<file path="src/rtl/core/sqlts_pkg.sv">
// ----------------------------------------------------------------------------
// sqlts_pkg
// Token kinds, error codes, scan modes, the token record and the keyword table
// for the SQL token scanner.
// ----------------------------------------------------------------------------
package sqlts_pkg;

  localparam logic [5:0] K_END     = 6'd0;
  localparam logic [5:0] K_LPAREN  = 6'd1;
  localparam logic [5:0] K_RPAREN  = 6'd2;
  localparam logic [5:0] K_COMMA   = 6'd3;
  localparam logic [5:0] K_SEMI    = 6'd4;
  localparam logic [5:0] K_STAR    = 6'd5;
  localparam logic [5:0] K_PLUS    = 6'd6;
  localparam logic [5:0] K_MINUS   = 6'd7;
  localparam logic [5:0] K_SLASH   = 6'd8;
  localparam logic [5:0] K_PERCENT = 6'd9;
  localparam logic [5:0] K_EQ      = 6'd10;
  localparam logic [5:0] K_NE      = 6'd11;
  localparam logic [5:0] K_LT      = 6'd12;
  localparam logic [5:0] K_LE      = 6'd13;
  localparam logic [5:0] K_GT      = 6'd14;
  localparam logic [5:0] K_GE      = 6'd15;
  localparam logic [5:0] K_ERROR   = 6'd16;
  localparam logic [5:0] K_STRING  = 6'd17;
  localparam logic [5:0] K_INTEGER = 6'd18;
  localparam logic [5:0] K_DECIMAL = 6'd19;
  localparam logic [5:0] K_IDENT   = 6'd20;

  localparam logic [2:0] E_NONE     = 3'd0;
  localparam logic [2:0] E_UNEXP    = 3'd1;
  localparam logic [2:0] E_BANG     = 3'd2;
  localparam logic [2:0] E_STRING   = 3'd3;
  localparam logic [2:0] E_COMMENT  = 3'd4;
  localparam logic [2:0] E_OVERFLOW = 3'd5;

  localparam logic [62:0] VAL_MAX = {63{1'b1}};
  localparam int          KW_NUM  = 33;

  typedef enum logic [12:0] {
    M_IDLE       = 13'b0000000000001,
    M_IDENT      = 13'b0000000000010,
    M_NUMBER     = 13'b0000000000100,
    M_STRING     = 13'b0000000001000,
    M_ESCAPE     = 13'b0000000010000,
    M_LT         = 13'b0000000100000,
    M_GT         = 13'b0000001000000,
    M_BANG       = 13'b0000010000000,
    M_MINUS      = 13'b0000100000000,
    M_SLASH      = 13'b0001000000000,
    M_BLOCK      = 13'b0010000000000,
    M_BLOCK_STAR = 13'b0100000000000,
    M_LINE       = 13'b1000000000000
  } mode_t;

  typedef struct packed {
    logic [5:0]  kind;
    logic [2:0]  err;
    logic [15:0] offset;
    logic [15:0] len;
    logic [15:0] line;
    logic [15:0] column;
    logic [62:0] value;
    logic        last;
  } tok_t;

  typedef struct packed {
    logic [1:0] cnt;
    tok_t       t0;
    tok_t       t1;
  } push_t;

  localparam logic [55:0] KW_KEYS [KW_NUM] = '{
    56'("SELECT"), 56'("FROM"), 56'("WHERE"), 56'("ORDER"), 56'("BY"),
    56'("ASC"), 56'("DESC"), 56'("LIMIT"), 56'("OFFSET"), 56'("INSERT"),
    56'("INTO"), 56'("VALUES"), 56'("CREATE"), 56'("TABLE"), 56'("DROP"),
    56'("AND"), 56'("OR"), 56'("NOT"), 56'("NULL"), 56'("TRUE"),
    56'("FALSE"), 56'("COUNT"), 56'("SUM"), 56'("MIN"), 56'("MAX"),
    56'("AVG"), 56'("INT"), 56'("INTEGER"), 56'("TEXT"), 56'("FLOAT"),
    56'("BOOLEAN"), 56'("BOOL"), 56'("BLOB")
  };
  localparam logic [5:0] KW_KINDS [KW_NUM] = '{
    6'd21, 6'd22, 6'd23, 6'd24, 6'd25, 6'd26, 6'd27, 6'd28, 6'd29, 6'd30,
    6'd31, 6'd32, 6'd33, 6'd34, 6'd35, 6'd36, 6'd37, 6'd38, 6'd39, 6'd40,
    6'd41, 6'd42, 6'd43, 6'd44, 6'd45, 6'd46, 6'd47, 6'd48, 6'd49, 6'd50,
    6'd51, 6'd51, 6'd52
  };

  // Map a collected identifier to its keyword kind, or plain identifier.
  function automatic logic [5:0] keyword_kind(input logic [55:0] chars,
                                              input logic overlong);
    logic [5:0] k;
    k = K_IDENT;
    if (!overlong) begin
      for (int i = 0; i < KW_NUM; i++) begin
        if (KW_KEYS[i] == chars) k = KW_KINDS[i];
      end
    end
    return k;
  endfunction

endpackage

</file>
<file path="src/rtl/core/sqlts_if.sv">
// ----------------------------------------------------------------------------
// sqlts_in_if / sqlts_out_if
// Valid/ready channels for text bytes in and tokens out.
// ----------------------------------------------------------------------------
interface sqlts_in_if;
  logic       valid;
  logic       ready;
  logic [7:0] text_byte;
  logic       end_mark;
  modport source (output valid, text_byte, end_mark, input ready);
  modport sink   (input valid, text_byte, end_mark, output ready);
endinterface

interface sqlts_out_if;
  logic        valid;
  logic        ready;
  logic [5:0]  token_kind;
  logic [2:0]  error_code;
  logic [15:0] start_offset;
  logic [15:0] token_length;
  logic [15:0] token_line;
  logic [15:0] token_column;
  logic [62:0] token_value;
  logic        last_of_run;
  modport source (output valid, token_kind, error_code, start_offset, token_length,
                  token_line, token_column, token_value, last_of_run, input ready);
  modport sink   (input valid, token_kind, error_code, start_offset, token_length,
                  token_line, token_column, token_value, last_of_run, output ready);
endinterface

</file>
<file path="src/rtl/core/sqlts_scan.sv">
// ----------------------------------------------------------------------------
// sqlts_scan
// Scanner state and the per-byte step; yields up to two tokens per byte.
// ----------------------------------------------------------------------------
module sqlts_scan #(
  parameter int POS_WIDTH = 16
) (
  input  logic              clk,
  input  logic              rst,
  input  logic              accept,
  input  logic [7:0]        text_byte,
  input  logic              end_mark,
  output sqlts_pkg::push_t  push
);
  import sqlts_pkg::*;

  localparam logic [POS_WIDTH-1:0] POS_MAX = {POS_WIDTH{1'b1}};
  localparam logic [POS_WIDTH-1:0] POS_ONE = POS_WIDTH'(1);

  mode_t                mode, mode_next;
  logic                 dq, dq_next;
  logic [55:0]          kw, kw_next;
  logic                 overlong, overlong_next;
  logic [POS_WIDTH-1:0] ts_off, ts_off_next, ts_line, ts_line_next;
  logic [POS_WIDTH-1:0] ts_col, ts_col_next, len, len_next;
  logic [POS_WIDTH-1:0] cur_off, cur_off_next, cur_line, cur_line_next;
  logic [POS_WIDTH-1:0] cur_col, cur_col_next;
  logic [62:0]          acc, acc_next;
  logic                 ovf, ovf_next, dot, dot_next, unclosed, unclosed_next;

  function automatic logic [15:0] lo16(input logic [POS_WIDTH-1:0] v);
    logic [31:0] w;
    w = 32'(v);
    return w[15:0];
  endfunction

  function automatic logic [POS_WIDTH-1:0] sat_inc(input logic [POS_WIDTH-1:0] v);
    return (v == POS_MAX) ? v : v + POS_ONE;
  endfunction

  always_comb begin
    tok_t        t [2];
    logic [1:0]  n;
    logic        rescan, escaped;
    logic [7:0]  b, up;
    logic [66:0] prod;
    logic [15:0] so, sl, sc;

    t[0] = '0;
    t[1] = '0;
    n = 2'd0;
    rescan = 1'b0;
    escaped = 1'b0;
    b = text_byte;
    up = (b inside {["a":"z"]}) ? b - 8'd32 : b;
    prod = 67'({acc, 3'b000}) + 67'({acc, 1'b0}) + 67'(b - 8'h30);
    so = lo16(ts_off);
    sl = lo16(ts_line);
    sc = lo16(ts_col);

    mode_next = mode;         dq_next = dq;           kw_next = kw;
    overlong_next = overlong; ts_off_next = ts_off;   ts_line_next = ts_line;
    ts_col_next = ts_col;     len_next = len;         cur_off_next = cur_off;
    cur_line_next = cur_line; cur_col_next = cur_col; acc_next = acc;
    ovf_next = ovf;           dot_next = dot;         unclosed_next = unclosed;

    if (end_mark) begin
      // Flush the pending token, then the end token at the current position.
      case (mode)
        M_IDENT: begin
          t[0] = '{keyword_kind(kw, overlong), E_NONE, so, lo16(len), sl, sc, '0, 1'b0};
          n = 2'd1;
        end
        M_NUMBER: begin
          if (dot) t[0] = '{K_DECIMAL, E_NONE, so, lo16(len), sl, sc, '0, 1'b0};
          else t[0] = '{K_INTEGER, ovf ? E_OVERFLOW : E_NONE, so, lo16(len), sl, sc,
                        acc, 1'b0};
          n = 2'd1;
        end
        M_STRING, M_ESCAPE: begin
          t[0] = '{K_ERROR, E_STRING, so, lo16(len), sl, sc, '0, 1'b0};
          n = 2'd1;
        end
        M_LT: begin t[0] = '{K_LT, E_NONE, so, 16'd1, sl, sc, '0, 1'b0}; n = 2'd1; end
        M_GT: begin t[0] = '{K_GT, E_NONE, so, 16'd1, sl, sc, '0, 1'b0}; n = 2'd1; end
        M_BANG: begin t[0] = '{K_ERROR, E_BANG, so, 16'd1, sl, sc, '0, 1'b0}; n = 2'd1; end
        M_MINUS: begin
          t[0] = '{K_MINUS, E_NONE, so, 16'd1, sl, sc, '0, 1'b0};
          n = 2'd1;
        end
        M_SLASH: begin
          t[0] = '{K_SLASH, E_NONE, so, 16'd1, sl, sc, '0, 1'b0};
          n = 2'd1;
        end
        default: ;
      endcase
      t[n[0]] = '{K_END, unclosed ? E_COMMENT : E_NONE, lo16(cur_off), 16'd0,
                  lo16(cur_line), lo16(cur_col), '0, 1'b1};
      n = n + 2'd1;
      mode_next = M_IDLE;     dq_next = 1'b0;        kw_next = '0;
      overlong_next = 1'b0;   ts_off_next = '0;      ts_line_next = POS_ONE;
      ts_col_next = POS_ONE;  len_next = '0;         cur_off_next = '0;
      cur_line_next = POS_ONE; cur_col_next = POS_ONE; acc_next = '0;
      ovf_next = 1'b0;        dot_next = 1'b0;       unclosed_next = 1'b0;
    end else begin
      case (mode)
        M_IDLE: rescan = 1'b1;
        M_IDENT: begin
          if (b inside {["A":"Z"], ["a":"z"], "_", ["0":"9"]}) begin
            if (len < POS_WIDTH'(7)) kw_next = {kw[47:0], up};
            else overlong_next = 1'b1;
            len_next = sat_inc(len);
          end else begin
            t[0] = '{keyword_kind(kw, overlong), E_NONE, so, lo16(len), sl, sc, '0, 1'b0};
            n = 2'd1;
            rescan = 1'b1;
          end
        end
        M_NUMBER: begin
          if (b inside {["0":"9"]}) begin
            if (!dot && !ovf) begin
              if (prod > 67'(VAL_MAX)) begin
                ovf_next = 1'b1;
                acc_next = VAL_MAX;
              end else begin
                acc_next = prod[62:0];
              end
            end
            len_next = sat_inc(len);
          end else if (b == "." && !dot) begin
            dot_next = 1'b1;
            len_next = sat_inc(len);
          end else begin
            if (dot) t[0] = '{K_DECIMAL, E_NONE, so, lo16(len), sl, sc, '0, 1'b0};
            else t[0] = '{K_INTEGER, ovf ? E_OVERFLOW : E_NONE, so, lo16(len), sl, sc,
                          acc, 1'b0};
            n = 2'd1;
            rescan = 1'b1;
          end
        end
        M_STRING: begin
          if (b == (dq ? 8'h22 : 8'h27)) begin
            len_next = sat_inc(len);
            t[0] = '{K_STRING, E_NONE, so, lo16(sat_inc(len)), sl, sc, '0, 1'b0};
            n = 2'd1;
            mode_next = M_IDLE;
          end else if (b == 8'h0A) begin
            t[0] = '{K_ERROR, E_STRING, so, lo16(len), sl, sc, '0, 1'b0};
            n = 2'd1;
            rescan = 1'b1;
          end else begin
            if (b == 8'h5C) mode_next = M_ESCAPE;
            len_next = sat_inc(len);
          end
        end
        M_ESCAPE: begin
          escaped = 1'b1;
          len_next = sat_inc(len);
          mode_next = M_STRING;
        end
        M_LT: begin
          if (b == "=" || b == ">") begin
            t[0] = '{(b == "=") ? K_LE : K_NE, E_NONE, so, 16'd2, sl, sc, '0, 1'b0};
            n = 2'd1;
            mode_next = M_IDLE;
          end else begin
            t[0] = '{K_LT, E_NONE, so, 16'd1, sl, sc, '0, 1'b0};
            n = 2'd1;
            rescan = 1'b1;
          end
        end
        M_GT, M_BANG: begin
          if (b == "=") begin
            t[0] = '{(mode == M_GT) ? K_GE : K_NE, E_NONE, so, 16'd2, sl, sc, '0, 1'b0};
            n = 2'd1;
            mode_next = M_IDLE;
          end else begin
            if (mode == M_GT) t[0] = '{K_GT, E_NONE, so, 16'd1, sl, sc, '0, 1'b0};
            else t[0] = '{K_ERROR, E_BANG, so, 16'd1, sl, sc, '0, 1'b0};
            n = 2'd1;
            rescan = 1'b1;
          end
        end
        M_MINUS: begin
          if (b == "-") mode_next = M_LINE;
          else begin
            t[0] = '{K_MINUS, E_NONE, so, 16'd1, sl, sc, '0, 1'b0};
            n = 2'd1;
            rescan = 1'b1;
          end
        end
        M_SLASH: begin
          if (b == "*") begin
            mode_next = M_BLOCK;
            unclosed_next = 1'b1;
          end else begin
            t[0] = '{K_SLASH, E_NONE, so, 16'd1, sl, sc, '0, 1'b0};
            n = 2'd1;
            rescan = 1'b1;
          end
        end
        M_BLOCK: if (b == "*") mode_next = M_BLOCK_STAR;
        M_BLOCK_STAR: begin
          if (b == "/") begin
            mode_next = M_IDLE;
            unclosed_next = 1'b0;
          end else if (b != "*") begin
            mode_next = M_BLOCK;
          end
        end
        M_LINE: if (b == 8'h0A) mode_next = M_IDLE;
        default: rescan = 1'b1;
      endcase

      if (rescan) begin
        mode_next = M_IDLE;
        if (!(b inside {8'h20, 8'h09, 8'h0D, 8'h0A})) begin
          ts_off_next = cur_off;
          ts_line_next = cur_line;
          ts_col_next = cur_col;
          len_next = POS_ONE;
          so = lo16(cur_off);
          sl = lo16(cur_line);
          sc = lo16(cur_col);
          case (b)
            "(": begin t[n[0]] = '{K_LPAREN, E_NONE, so, 16'd1, sl, sc, '0, 1'b0};
                 n = n + 2'd1; end
            ")": begin t[n[0]] = '{K_RPAREN, E_NONE, so, 16'd1, sl, sc, '0, 1'b0};
                 n = n + 2'd1; end
            ",": begin t[n[0]] = '{K_COMMA, E_NONE, so, 16'd1, sl, sc, '0, 1'b0};
                 n = n + 2'd1; end
            ";": begin t[n[0]] = '{K_SEMI, E_NONE, so, 16'd1, sl, sc, '0, 1'b0};
                 n = n + 2'd1; end
            "*": begin t[n[0]] = '{K_STAR, E_NONE, so, 16'd1, sl, sc, '0, 1'b0};
                 n = n + 2'd1; end
            "+": begin t[n[0]] = '{K_PLUS, E_NONE, so, 16'd1, sl, sc, '0, 1'b0};
                 n = n + 2'd1; end
            "%": begin t[n[0]] = '{K_PERCENT, E_NONE, so, 16'd1, sl, sc, '0, 1'b0};
                 n = n + 2'd1; end
            "=": begin t[n[0]] = '{K_EQ, E_NONE, so, 16'd1, sl, sc, '0, 1'b0};
                 n = n + 2'd1; end
            "-": mode_next = M_MINUS;
            "/": mode_next = M_SLASH;
            "<": mode_next = M_LT;
            ">": mode_next = M_GT;
            "!": mode_next = M_BANG;
            8'h27, 8'h22: begin
              dq_next = (b == 8'h22);
              mode_next = M_STRING;
            end
            default: begin
              if (b inside {["0":"9"]}) begin
                acc_next = 63'(b - 8'h30);
                ovf_next = 1'b0;
                dot_next = 1'b0;
                mode_next = M_NUMBER;
              end else if (b inside {["A":"Z"], ["a":"z"], "_"}) begin
                kw_next = 56'(up);
                overlong_next = 1'b0;
                mode_next = M_IDENT;
              end else begin
                t[n[0]] = '{K_ERROR, E_UNEXP, so, 16'd1, sl, sc, '0, 1'b0};
                n = n + 2'd1;
              end
            end
          endcase
        end
      end

      // Advance the position counters.
      cur_off_next = sat_inc(cur_off);
      if (b == 8'h0A && !escaped) begin
        cur_line_next = sat_inc(cur_line);
        cur_col_next = POS_ONE;
      end else begin
        cur_col_next = sat_inc(cur_col);
      end
      if (n != 2'd0) t[n[0] ^ 1'b1].last = 1'b1;
    end

    push.cnt = accept ? n : 2'd0;
    push.t0 = t[0];
    push.t1 = t[1];
  end

  always_ff @(posedge clk) begin
    if (rst) begin
      mode <= M_IDLE;     dq <= 1'b0;        kw <= '0;
      overlong <= 1'b0;   ts_off <= '0;      ts_line <= POS_ONE;
      ts_col <= POS_ONE;  len <= '0;         cur_off <= '0;
      cur_line <= POS_ONE; cur_col <= POS_ONE; acc <= '0;
      ovf <= 1'b0;        dot <= 1'b0;       unclosed <= 1'b0;
    end else if (accept) begin
      mode <= mode_next;         dq <= dq_next;           kw <= kw_next;
      overlong <= overlong_next; ts_off <= ts_off_next;   ts_line <= ts_line_next;
      ts_col <= ts_col_next;     len <= len_next;         cur_off <= cur_off_next;
      cur_line <= cur_line_next; cur_col <= cur_col_next; acc <= acc_next;
      ovf <= ovf_next;           dot <= dot_next;         unclosed <= unclosed_next;
    end
  end

  a_end_resets: assert property (@(posedge clk) disable iff (rst)
    accept && end_mark |=> mode == M_IDLE && cur_off == '0 && !unclosed)
    else $error("scanner not back at start after end of text");
  a_end_emits: assert property (@(posedge clk) disable iff (rst)
    accept && end_mark |-> push.cnt != 2'd0)
    else $error("end of text produced no token");
  a_line_nonzero: assert property (@(posedge clk) disable iff (rst)
    cur_line != '0 && cur_col != '0)
    else $error("line or column counter reached zero");
endmodule

</file>
<file path="src/rtl/core/sqlts_outq.sv">
// ----------------------------------------------------------------------------
// sqlts_outq
// Four-entry token queue: takes up to two tokens a cycle, hands out one.
// ----------------------------------------------------------------------------
module sqlts_outq (
  input  logic             clk,
  input  logic             rst,
  input  sqlts_pkg::push_t push,
  output logic             space,
  output logic             valid,
  input  logic             ready,
  output sqlts_pkg::tok_t  head
);
  import sqlts_pkg::*;

  tok_t       mem [4];
  logic [1:0] wr, rd;
  logic [2:0] cnt;
  logic       pop;

  assign pop   = valid && ready;
  assign valid = (cnt != 3'd0);
  assign space = (cnt <= 3'd2);
  assign head  = mem[rd];

  always_ff @(posedge clk) begin
    if (push.cnt != 2'd0) mem[wr] <= push.t0;
    if (push.cnt == 2'd2) mem[wr + 2'd1] <= push.t1;
  end

  always_ff @(posedge clk) begin
    if (rst) begin
      wr <= '0;
      rd <= '0;
      cnt <= '0;
    end else begin
      wr <= wr + push.cnt;
      rd <= rd + 2'(pop);
      cnt <= cnt + 3'(push.cnt) - 3'(pop);
    end
  end

  a_no_overflow: assert property (@(posedge clk) disable iff (rst)
    cnt <= 3'd4)
    else $error("token queue overflow");
  a_push_room: assert property (@(posedge clk) disable iff (rst)
    push.cnt != 2'd0 |-> cnt <= 3'd2)
    else $error("push without room");
  a_drain: assert property (@(posedge clk) disable iff (rst)
    pop && push.cnt == 2'd0 |=> cnt == $past(cnt) - 3'd1)
    else $error("queue count did not drop on pop");
endmodule

</file>
<file path="src/rtl/core/sql_token_scanner.sv">
// ----------------------------------------------------------------------------
// sql_token_scanner
// Lexes SQL text one byte per transaction and returns tokens with position.
// ----------------------------------------------------------------------------
//  channel  | dir | payload                                          | note
//  in_ch    | in  | text_byte, end_mark                              | 1 byte
//  out_ch   | out | token_kind, error_code, start_offset,            | 0..2 per
//           |     | token_length, token_line, token_column,          | byte
//           |     | token_value, last_of_run                         |
//
// One byte can be taken every cycle; its tokens are written into a four-entry
// queue at the accepting edge and can leave from the next edge on, one per
// cycle while out_ch is ready. The scanner step is a single registered pass;
// the queue's one read port sets the output rate.
// Reset (rst, synchronous) returns the scanner to line 1, column 1 and empties
// the queue. in_ch stalls whenever fewer than two queue entries are free.
// ----------------------------------------------------------------------------
module sql_token_scanner #(
  parameter int POS_WIDTH = 16
) (
  input  logic  clk,
  input  logic  rst,
  sqlts_in_if.sink    in_ch,
  sqlts_out_if.source out_ch
);
  import sqlts_pkg::*;

  push_t push;
  tok_t  head;
  logic  space;

  // Take a byte only when the queue can hold both tokens it may cause.
  assign in_ch.ready = space;

  sqlts_scan #(.POS_WIDTH(POS_WIDTH)) u_scan (
    .clk       (clk),
    .rst       (rst),
    .accept    (in_ch.valid && in_ch.ready),
    .text_byte (in_ch.text_byte),
    .end_mark  (in_ch.end_mark),
    .push      (push)
  );

  sqlts_outq u_outq (
    .clk   (clk),
    .rst   (rst),
    .push  (push),
    .space (space),
    .valid (out_ch.valid),
    .ready (out_ch.ready),
    .head  (head)
  );

  // Unpack the head token onto the output transaction.
  assign out_ch.token_kind   = head.kind;
  assign out_ch.error_code   = head.err;
  assign out_ch.start_offset = head.offset;
  assign out_ch.token_length = head.len;
  assign out_ch.token_line   = head.line;
  assign out_ch.token_column = head.column;
  assign out_ch.token_value  = head.value;
  assign out_ch.last_of_run  = head.last;
endmodule

</file>
<file path="src/flat_wrapper.sv">
// flat-port wrapper written by rule: the top's interface ports become plain ports
module sql_token_scanner_flat import sqlts_pkg::*;
#(
  parameter int POS_WIDTH = 16
)
  (clk, rst, in_ch_valid, in_ch_text_byte, in_ch_end_mark, in_ch_ready, out_ch_valid, out_ch_token_kind, out_ch_error_code, out_ch_start_offset, out_ch_token_length, out_ch_token_line, out_ch_token_column, out_ch_token_value, out_ch_last_of_run, out_ch_ready);
  sqlts_in_if in_ch_i ();
  sqlts_out_if out_ch_i ();
  input  logic clk;
  input  logic rst;
  input wire logic [$bits(in_ch_i.valid)-1:0] in_ch_valid;
  input wire logic [$bits(in_ch_i.text_byte)-1:0] in_ch_text_byte;
  input wire logic [$bits(in_ch_i.end_mark)-1:0] in_ch_end_mark;
  output wire logic [$bits(in_ch_i.ready)-1:0] in_ch_ready;
  output wire logic [$bits(out_ch_i.valid)-1:0] out_ch_valid;
  output wire logic [$bits(out_ch_i.token_kind)-1:0] out_ch_token_kind;
  output wire logic [$bits(out_ch_i.error_code)-1:0] out_ch_error_code;
  output wire logic [$bits(out_ch_i.start_offset)-1:0] out_ch_start_offset;
  output wire logic [$bits(out_ch_i.token_length)-1:0] out_ch_token_length;
  output wire logic [$bits(out_ch_i.token_line)-1:0] out_ch_token_line;
  output wire logic [$bits(out_ch_i.token_column)-1:0] out_ch_token_column;
  output wire logic [$bits(out_ch_i.token_value)-1:0] out_ch_token_value;
  output wire logic [$bits(out_ch_i.last_of_run)-1:0] out_ch_last_of_run;
  input wire logic [$bits(out_ch_i.ready)-1:0] out_ch_ready;
  assign in_ch_i.valid = in_ch_valid;
  assign in_ch_i.text_byte = in_ch_text_byte;
  assign in_ch_i.end_mark = in_ch_end_mark;
  assign in_ch_ready = in_ch_i.ready;
  assign out_ch_valid = out_ch_i.valid;
  assign out_ch_token_kind = out_ch_i.token_kind;
  assign out_ch_error_code = out_ch_i.error_code;
  assign out_ch_start_offset = out_ch_i.start_offset;
  assign out_ch_token_length = out_ch_i.token_length;
  assign out_ch_token_line = out_ch_i.token_line;
  assign out_ch_token_column = out_ch_i.token_column;
  assign out_ch_token_value = out_ch_i.token_value;
  assign out_ch_last_of_run = out_ch_i.last_of_run;
  assign out_ch_i.ready = out_ch_ready;
  sql_token_scanner #(.POS_WIDTH(POS_WIDTH)) u_core (.clk(clk), .rst(rst), .in_ch(in_ch_i), .out_ch(out_ch_i));
endmodule
</file>
<file path="config.mk">
export PLATFORM = sky130hd
export DESIGN_NAME = sql_token_scanner_flat
export DESIGN_NICKNAME = d
export VERILOG_FILES = /design/src/rtl/core/sqlts_pkg.sv /design/src/rtl/core/sqlts_if.sv /design/src/rtl/core/sqlts_scan.sv /design/src/rtl/core/sqlts_outq.sv /design/src/rtl/core/sql_token_scanner.sv /design/src/flat_wrapper.sv
export SDC_FILE = /design/constraint.sdc
export NUM_CORES = 2
export LEC_CHECK = 0
export BUFFER_PORTS_ARGS = -buffer_cell sky130_fd_sc_hd__buf_2
export CORE_UTILIZATION = 55
export DETAILED_ROUTE_END_ITERATION = 12
export GPL_TIMING_DRIVEN = 0
export HOLD_SLACK_MARGIN = 0.06
export PLACE_DENSITY = 0.82
export REMOVE_ABC_BUFFERS = 1
export SYNTH_ARGS = -nofsm -noshare
export SYNTH_HDL_FRONTEND = slang
export SYNTH_HIERARCHICAL = 1
export SYNTH_SLANG_ARGS = --single-unit
</file>
<file path="constraint.sdc">
create_clock -name clk -period 19.95 [get_ports clk]
set_clock_uncertainty 0.1 [all_clocks]
set_input_delay 3.99 -clock clk [delete_from_list [all_inputs] [get_ports clk]]
set_output_delay 3.99 -clock clk [all_outputs]
set_load 0.02 [all_outputs]
</file>
; ---- After elaboration in Yosys (flattened, before gate mapping)
; Memories as Yosys holds them, arrays and structs flattened. A register that Yosys moved wholly into a read port is not among the register bits.
; Index checks and enable logic that the tools add are counted.
[totals]
output_inout_bits = 139
elab_cells = 399
mem_bits_rw = 548
input_bits = 13
regBits = 256
n_memories = 1
[mem_list]
columns = name, depth, width, read_ports, rd_clocked_by_memory_dff, write_ports, line
row1 = u_core.u_outq.mem, 4, 137, 1, 1, 2, sqlts_outq.sv:16  ; tok_t mem [4];
[op_classes]
reduce_logical = 42
bitwise = 4
n_lt_le_gt_ge = 15
mux = 214
n_addsub = 16
n_eq_ne = 89
[ops]
columns = op, n
row1 = $bwmux W274, 11
row2 = $pmux W274 S9, 1
row3 = $mux W274, 7
row4 = $pmux W137 S8, 1
row5 = $pmux W137 S7, 1
row6 = $mux W136, 6
row7 = $mux W137, 5
row8 = $mux W63, 9
row9 = $eq A31 B56 Y1 const A, 9
row10 = $mux W56, 9
row11 = $eq A23 B56 Y1 const A, 8
row12 = $mux W16, 26
row13 = $demux W137 S1, 3
row14 = $eq A39 B56 Y1 const A, 7
row15 = $eq A47 B56 Y1 const A, 5
row16 = $mux W134, 2
row17 = $mux W6, 33
row18 = $mux W13, 13
row19 = $eq A8 B6 Y1 const B, 17
row20 = $mux W135, 1
row21 = $mux W132, 1
row22 = $pmux W13 S9, 1
row23 = $eq A15 B56 Y1 const A, 2
row24 = $eq A55 B56 Y1 const A, 2
row25 = other kinds (72), 200

; ---- Longest topological paths before layout
[logic_depth]
word_depth = 48
depth_mapped = 23
mapped_depth_nobuf = 23

; ---- Hierarchy
; The synthesis kept the hierarchy.
[by_module_without_submodules]
columns = module, cells_each, area_per_inst_um2, seq_area_each_um2, instances
row1 = sqlts_outq, 1370, 26703.1, 16595.9, 1
row2 = sqlts_scan, 2798, 20940.1, 4984.8, 1
row3 = sql_token_scanner, 1, 6.3, 0.0, 1

; ---- Least setup slack after synthesis
; Ideal clock, no wire load.
[synth_path]
kind = input port to flip-flop
startpoint = input in_ch_text_byte[4]
endpoint = memory u_core/u_outq/mem[0][0] (netlist name), enable pin
setup_ns = 0.822
arrival_ns = 16.777
path_stages = 18
n_path_buf = 1
path_slack_ns = 2.251
required_ns = 19.028
cell_sequence = inv_1 ha_1 nor3b_1 clkbuf_1 nand3_1 nor2_1 o21ai_1 nor4bb_1 inv_1 ha_1 nor2b_1 o21ai_0 o21bai_1 a21oi_1 nand2b_1 and2_1 o21bai_1 o21ai_0
[synth_lines]
columns = item, line
row1 = "start, declared", flat_wrapper.sv:12  ; input wire logic [$bits(in_ch_i.text_byte)-1:0] in_ch_text_byte;
row2 = "end, declared", sqlts_outq.sv:16

==> run metrics <==
status=finished, violations left; failing checks=capacitance limit; Worst Hold Path Cells=2; DR vias/cell=between 6 and 7; synth unique cells=97; die area=0.0878 mm2; worst path cell trace=buf_2 > inv_1 > ha_1 > nor3b_1 > nand3_1 > nor2_1 > o21ai_1 > nor4bb_1 > inv_1 > ha_1 > nor2b_1 > o21ai_0 > o21bai_1 > a21oi_1 > nand2b_1 > and2_1 > and4bb_4 > buf_16 > o21bai_4 > buf_12 > buf_12; DRT Pass-1 Iters=9; Post-CTS Hold Fix Bufs=0; Async S/R FF share, synth=0%; clock slew at reported path FFs=~0.060 ns; IO buf count=around 150; RSZ-0062 raised after global routing=false; post-CTS setup buffer count=0; number of synthesized register bits=approximately 800; final count of pins violating max slew=0; GPL Wtd Cong=about 1; Cell Area, Synth=0.0476 mm2; initial core utilization=55.7%; largest area contributor in the synthesized netlist=edfxtp_1; Diodes inserted=0; Synth area leaders=edfxtp_1 (35%), mux2_2 (13%), dfxtp_1 (11%), mux4_2 (6.5%), fa_1 (2.6%); worst reg2reg startpoint=u_core/u_scan/mode[8]$_SDFFE_PP0P_; Net Sw Power=about 1.3 mW; worst vdd ir=approximately 0.094 mV; end of the worst hold path=u_core/u_scan/ts_line[0]$_SDFFE_PP1P_; NumNets Final=about 4400; Reg2Reg Capture Point=u_core/u_outq/mem[2][55]$_DFFE_PP_; Clock power frac=a little over a third; share of cells above drive strength 1=approximately 26%; P_leak=19.4 nW; die extent in y=~300 um; worst skew pair latency=around 0.66 ns; Arr. time, crit path=around 11 ns; Clock Sinks=approximately 800; Critical Path Source Type=input port; Final Power=~4.5 mW; all-layer global routing usage=between 20 and 30%; vias=35400; Hold Vio Cnt, Final=0; Syn. warnings=6; Critical Path Source=in_ch_text_byte[4]; R2R Setup Slk=about 13 ns; most common cell after layout, fill and taps aside=edfxtp_1; Mapped Avg Cell Area=approximately 11 um2; MaxCap Viol Count=1; Worst Path Required=between 20 and 25 ns; Rel. slew slack=less than 1%; DRC=0; Largest stage delay, worst path=1.16 ns; Antenna Nets Post-Route=0; final setup vio count=0; Initial DRC Count=4096; CTS tree=yes; sequential share of the synthesized area=between 40 and 50%; FMAX=between 0.09 and 0.1 GHz; delay-heaviest family, CP=simple AND/OR/NAND/NOR gates; CTS root buffer=clkbuf_16; Setup crit end kind=flop; PD cells=84.5 mW/mm2; Least-Margin Pin Slew=1.48 ns; Synth top area share=about a third; Cell Int Power=roughly 3.2 mW; CP max-delay cell=nor3b_1; final wirelength=roughly 130000 um; Site Rows=roughly 110; CTS resizes=0; Final Cycle Share=a little under three fifths; Clock Tree Buf Depth=3; Sequential Power Share=42.9%; Top FF cell, synth=edfxtp_1; wire per inst=23.6 um; # H-tree levels=3; Gate power share=just over 20%; clock buffer count from CTS=85; worst path bufs/invs=6; EDFF count, synth=548; Reg2Reg Depth=15; Remaining Overflow, GRT=0; Tightest Hold Check Type=flop to flop; core area=around 0.086 mm2; I/O pin cnt=around 150; Chip Width=296 um; largest net degree at the start of global routing=a little under 80; Area Growth Syn to Fin=11.2%; post-layout util=between 60% and 70%; most frequent cells in the layout=edfxtp_1 (548), mux2_2 (541), nor2_1 (291); Worst Hold Launch=u_core/u_scan/ts_line[0]$_SDFFE_PP1P_; worst-path fanout max=a little over 40; Final Critical Period=approximately 11 ns; Worst Path Class, Setup=input port to flop; vias in the first global route=35400; dpl hpwl=around 86000 um; global-route wire length before repair=between 200000 and 250000 um; initial antenna violation count=3; sw frac=29.2%; Syn Inst Count=4169
## layout make-up
type / instances / area (um2)
clock buffer: 110 / 2360
clock inverter: 49 / 574
fill: 6409 / 32600
inverter: 69 / 259
multi-input combinational: 3016 / 24400
sequential: 804 / 21600
tap: 1144 / 1430
timing repair buffer: 238 / 2360
## worst max-delay path by stage
stage	end	slack [ns]	cells past startpoint
after floorplan	u_core/u_outq/mem[0][0]$_DFFE_PP_	-5.35	18
after global placement	u_core/u_outq/mem[0][52]$_DFFE_PP_	-36.64	19
after detailed placement	u_core/u_outq/mem[2][46]$_DFFE_PP_	8.56	22
after CTS	u_core/u_outq/mem[2][55]$_DFFE_PP_	9.22	22
after global routing	u_core/u_outq/mem[2][55]$_DFFE_PP_	8.51	22
final	u_core/u_outq/mem[2][55]$_DFFE_PP_	8.88	21
## synthesized netlist by cell type, types with 19 or more instances
cell      number
clkbuf_1     149
nor3b_1       19
ha_1          84
or3_1         31
buf_1         24
inv_1         68
nor3_1        96
nand3_1      103
fa_1          63
nor4_1        45
o21ai_0      170
nand4_1       67
o21ai_1       30
mux2_2       541
dfxtp_1      256
nor2_1       296
a22oi_1       55
buf_4        117
a21oi_1      223
a31oi_1       21
nor2b_1       29
xor2_1        46
and3_1        37
buf_2         68
nand2b_1      36
and2_1       118
edfxtp_1     548
a22o_1       109
xnor2_1       47
mux4_2       137
nand2_1      226
a21o_1        30
## tightest hold or removal path, delay by kind of cell (launching register included)
family / cells / cell delay, ns
AOI/OAI and AO/OA: 1 / 0.07
DFF: 1 / 0.33
and+or+nand+nor: 1 / 0.06
## registers in the layout, indices dropped and copies added, names as in the netlist
| name | flops |
|---|---|
| u_core/u_scan/dot | 1 |
| u_core/u_scan/cur_line | 16 |
| u_core/u_scan/cur_off | 16 |
| u_core/u_scan/ts_line | 16 |
| u_core/u_scan/dq | 1 |
| u_core/u_outq/cnt | 3 |
| u_core/u_scan/acc | 63 |
| u_core/u_scan/kw | 56 |
| u_core/u_outq/wr | 2 |
| u_core/u_scan/ts_col | 16 |
| u_core/u_scan/unclosed | 1 |
| u_core/u_outq/rd | 2 |
| u_core/u_scan/overlong | 1 |
| u_core/u_scan/len | 16 |
| u_core/u_scan/ovf | 1 |
| u_core/u_scan/mode | 13 |
| u_core/u_scan/ts_off | 16 |
| u_core/u_scan/cur_col | 16 |
| u_core/u_outq/mem | 548 |
## logic make-up after synthesis
group	count (synthesis)	synth area share [%]
other	1	0.00787
flip-flops	804	45.3
XOR/XNOR	95	1.81
AO/OA/AOI/OAI	823	11.3
multiplexers	696	19.7
AND/OR/NAND/NOR	1175	12.6
adder cells (fa/ha/maj)	147	4.85
buffers and inverters	428	4.47
## power by group through the flow
stage / sequential (mW) / combinational [mW] / clock (mW)
final: 1.92 / 0.919 / 1.64
after detailed placement: 1.95 / 0.918 / 0
after CTS: 1.92 / 0.923 / 1.66
after global placement: 2.08 / 0.857 / 0
after floorplan: 2.01 / 0.560 / 0
after global routing: 1.93 / 0.981 / 1.72
## layer usage
layer	track usage, %	vias up	share of wire [%]
li1	-	15800	-
met4	10.9	6	3.6
met2	49.4	1842	49
met5	0	-	0.033
met1	37.7	17400	39
met3	4.36	360	8.4
## metrics by stage
step	worst slack, ns	hold WS (ns)	std cells	area, um2	TNS (ns)
after CTS	9.22	0.384	5429	52900	0
after floorplan	-5.35	0.324	3889	46100	-732.42
after detailed placement	8.56	0.366	5270	50000	0
after global routing	8.51	0.408	5430	53000	0
after global placement	-36.64	0.355	5184	48300	-6056.01
final	8.88	0.385	5430	53000	0
(Power assumes the default switching activity.)
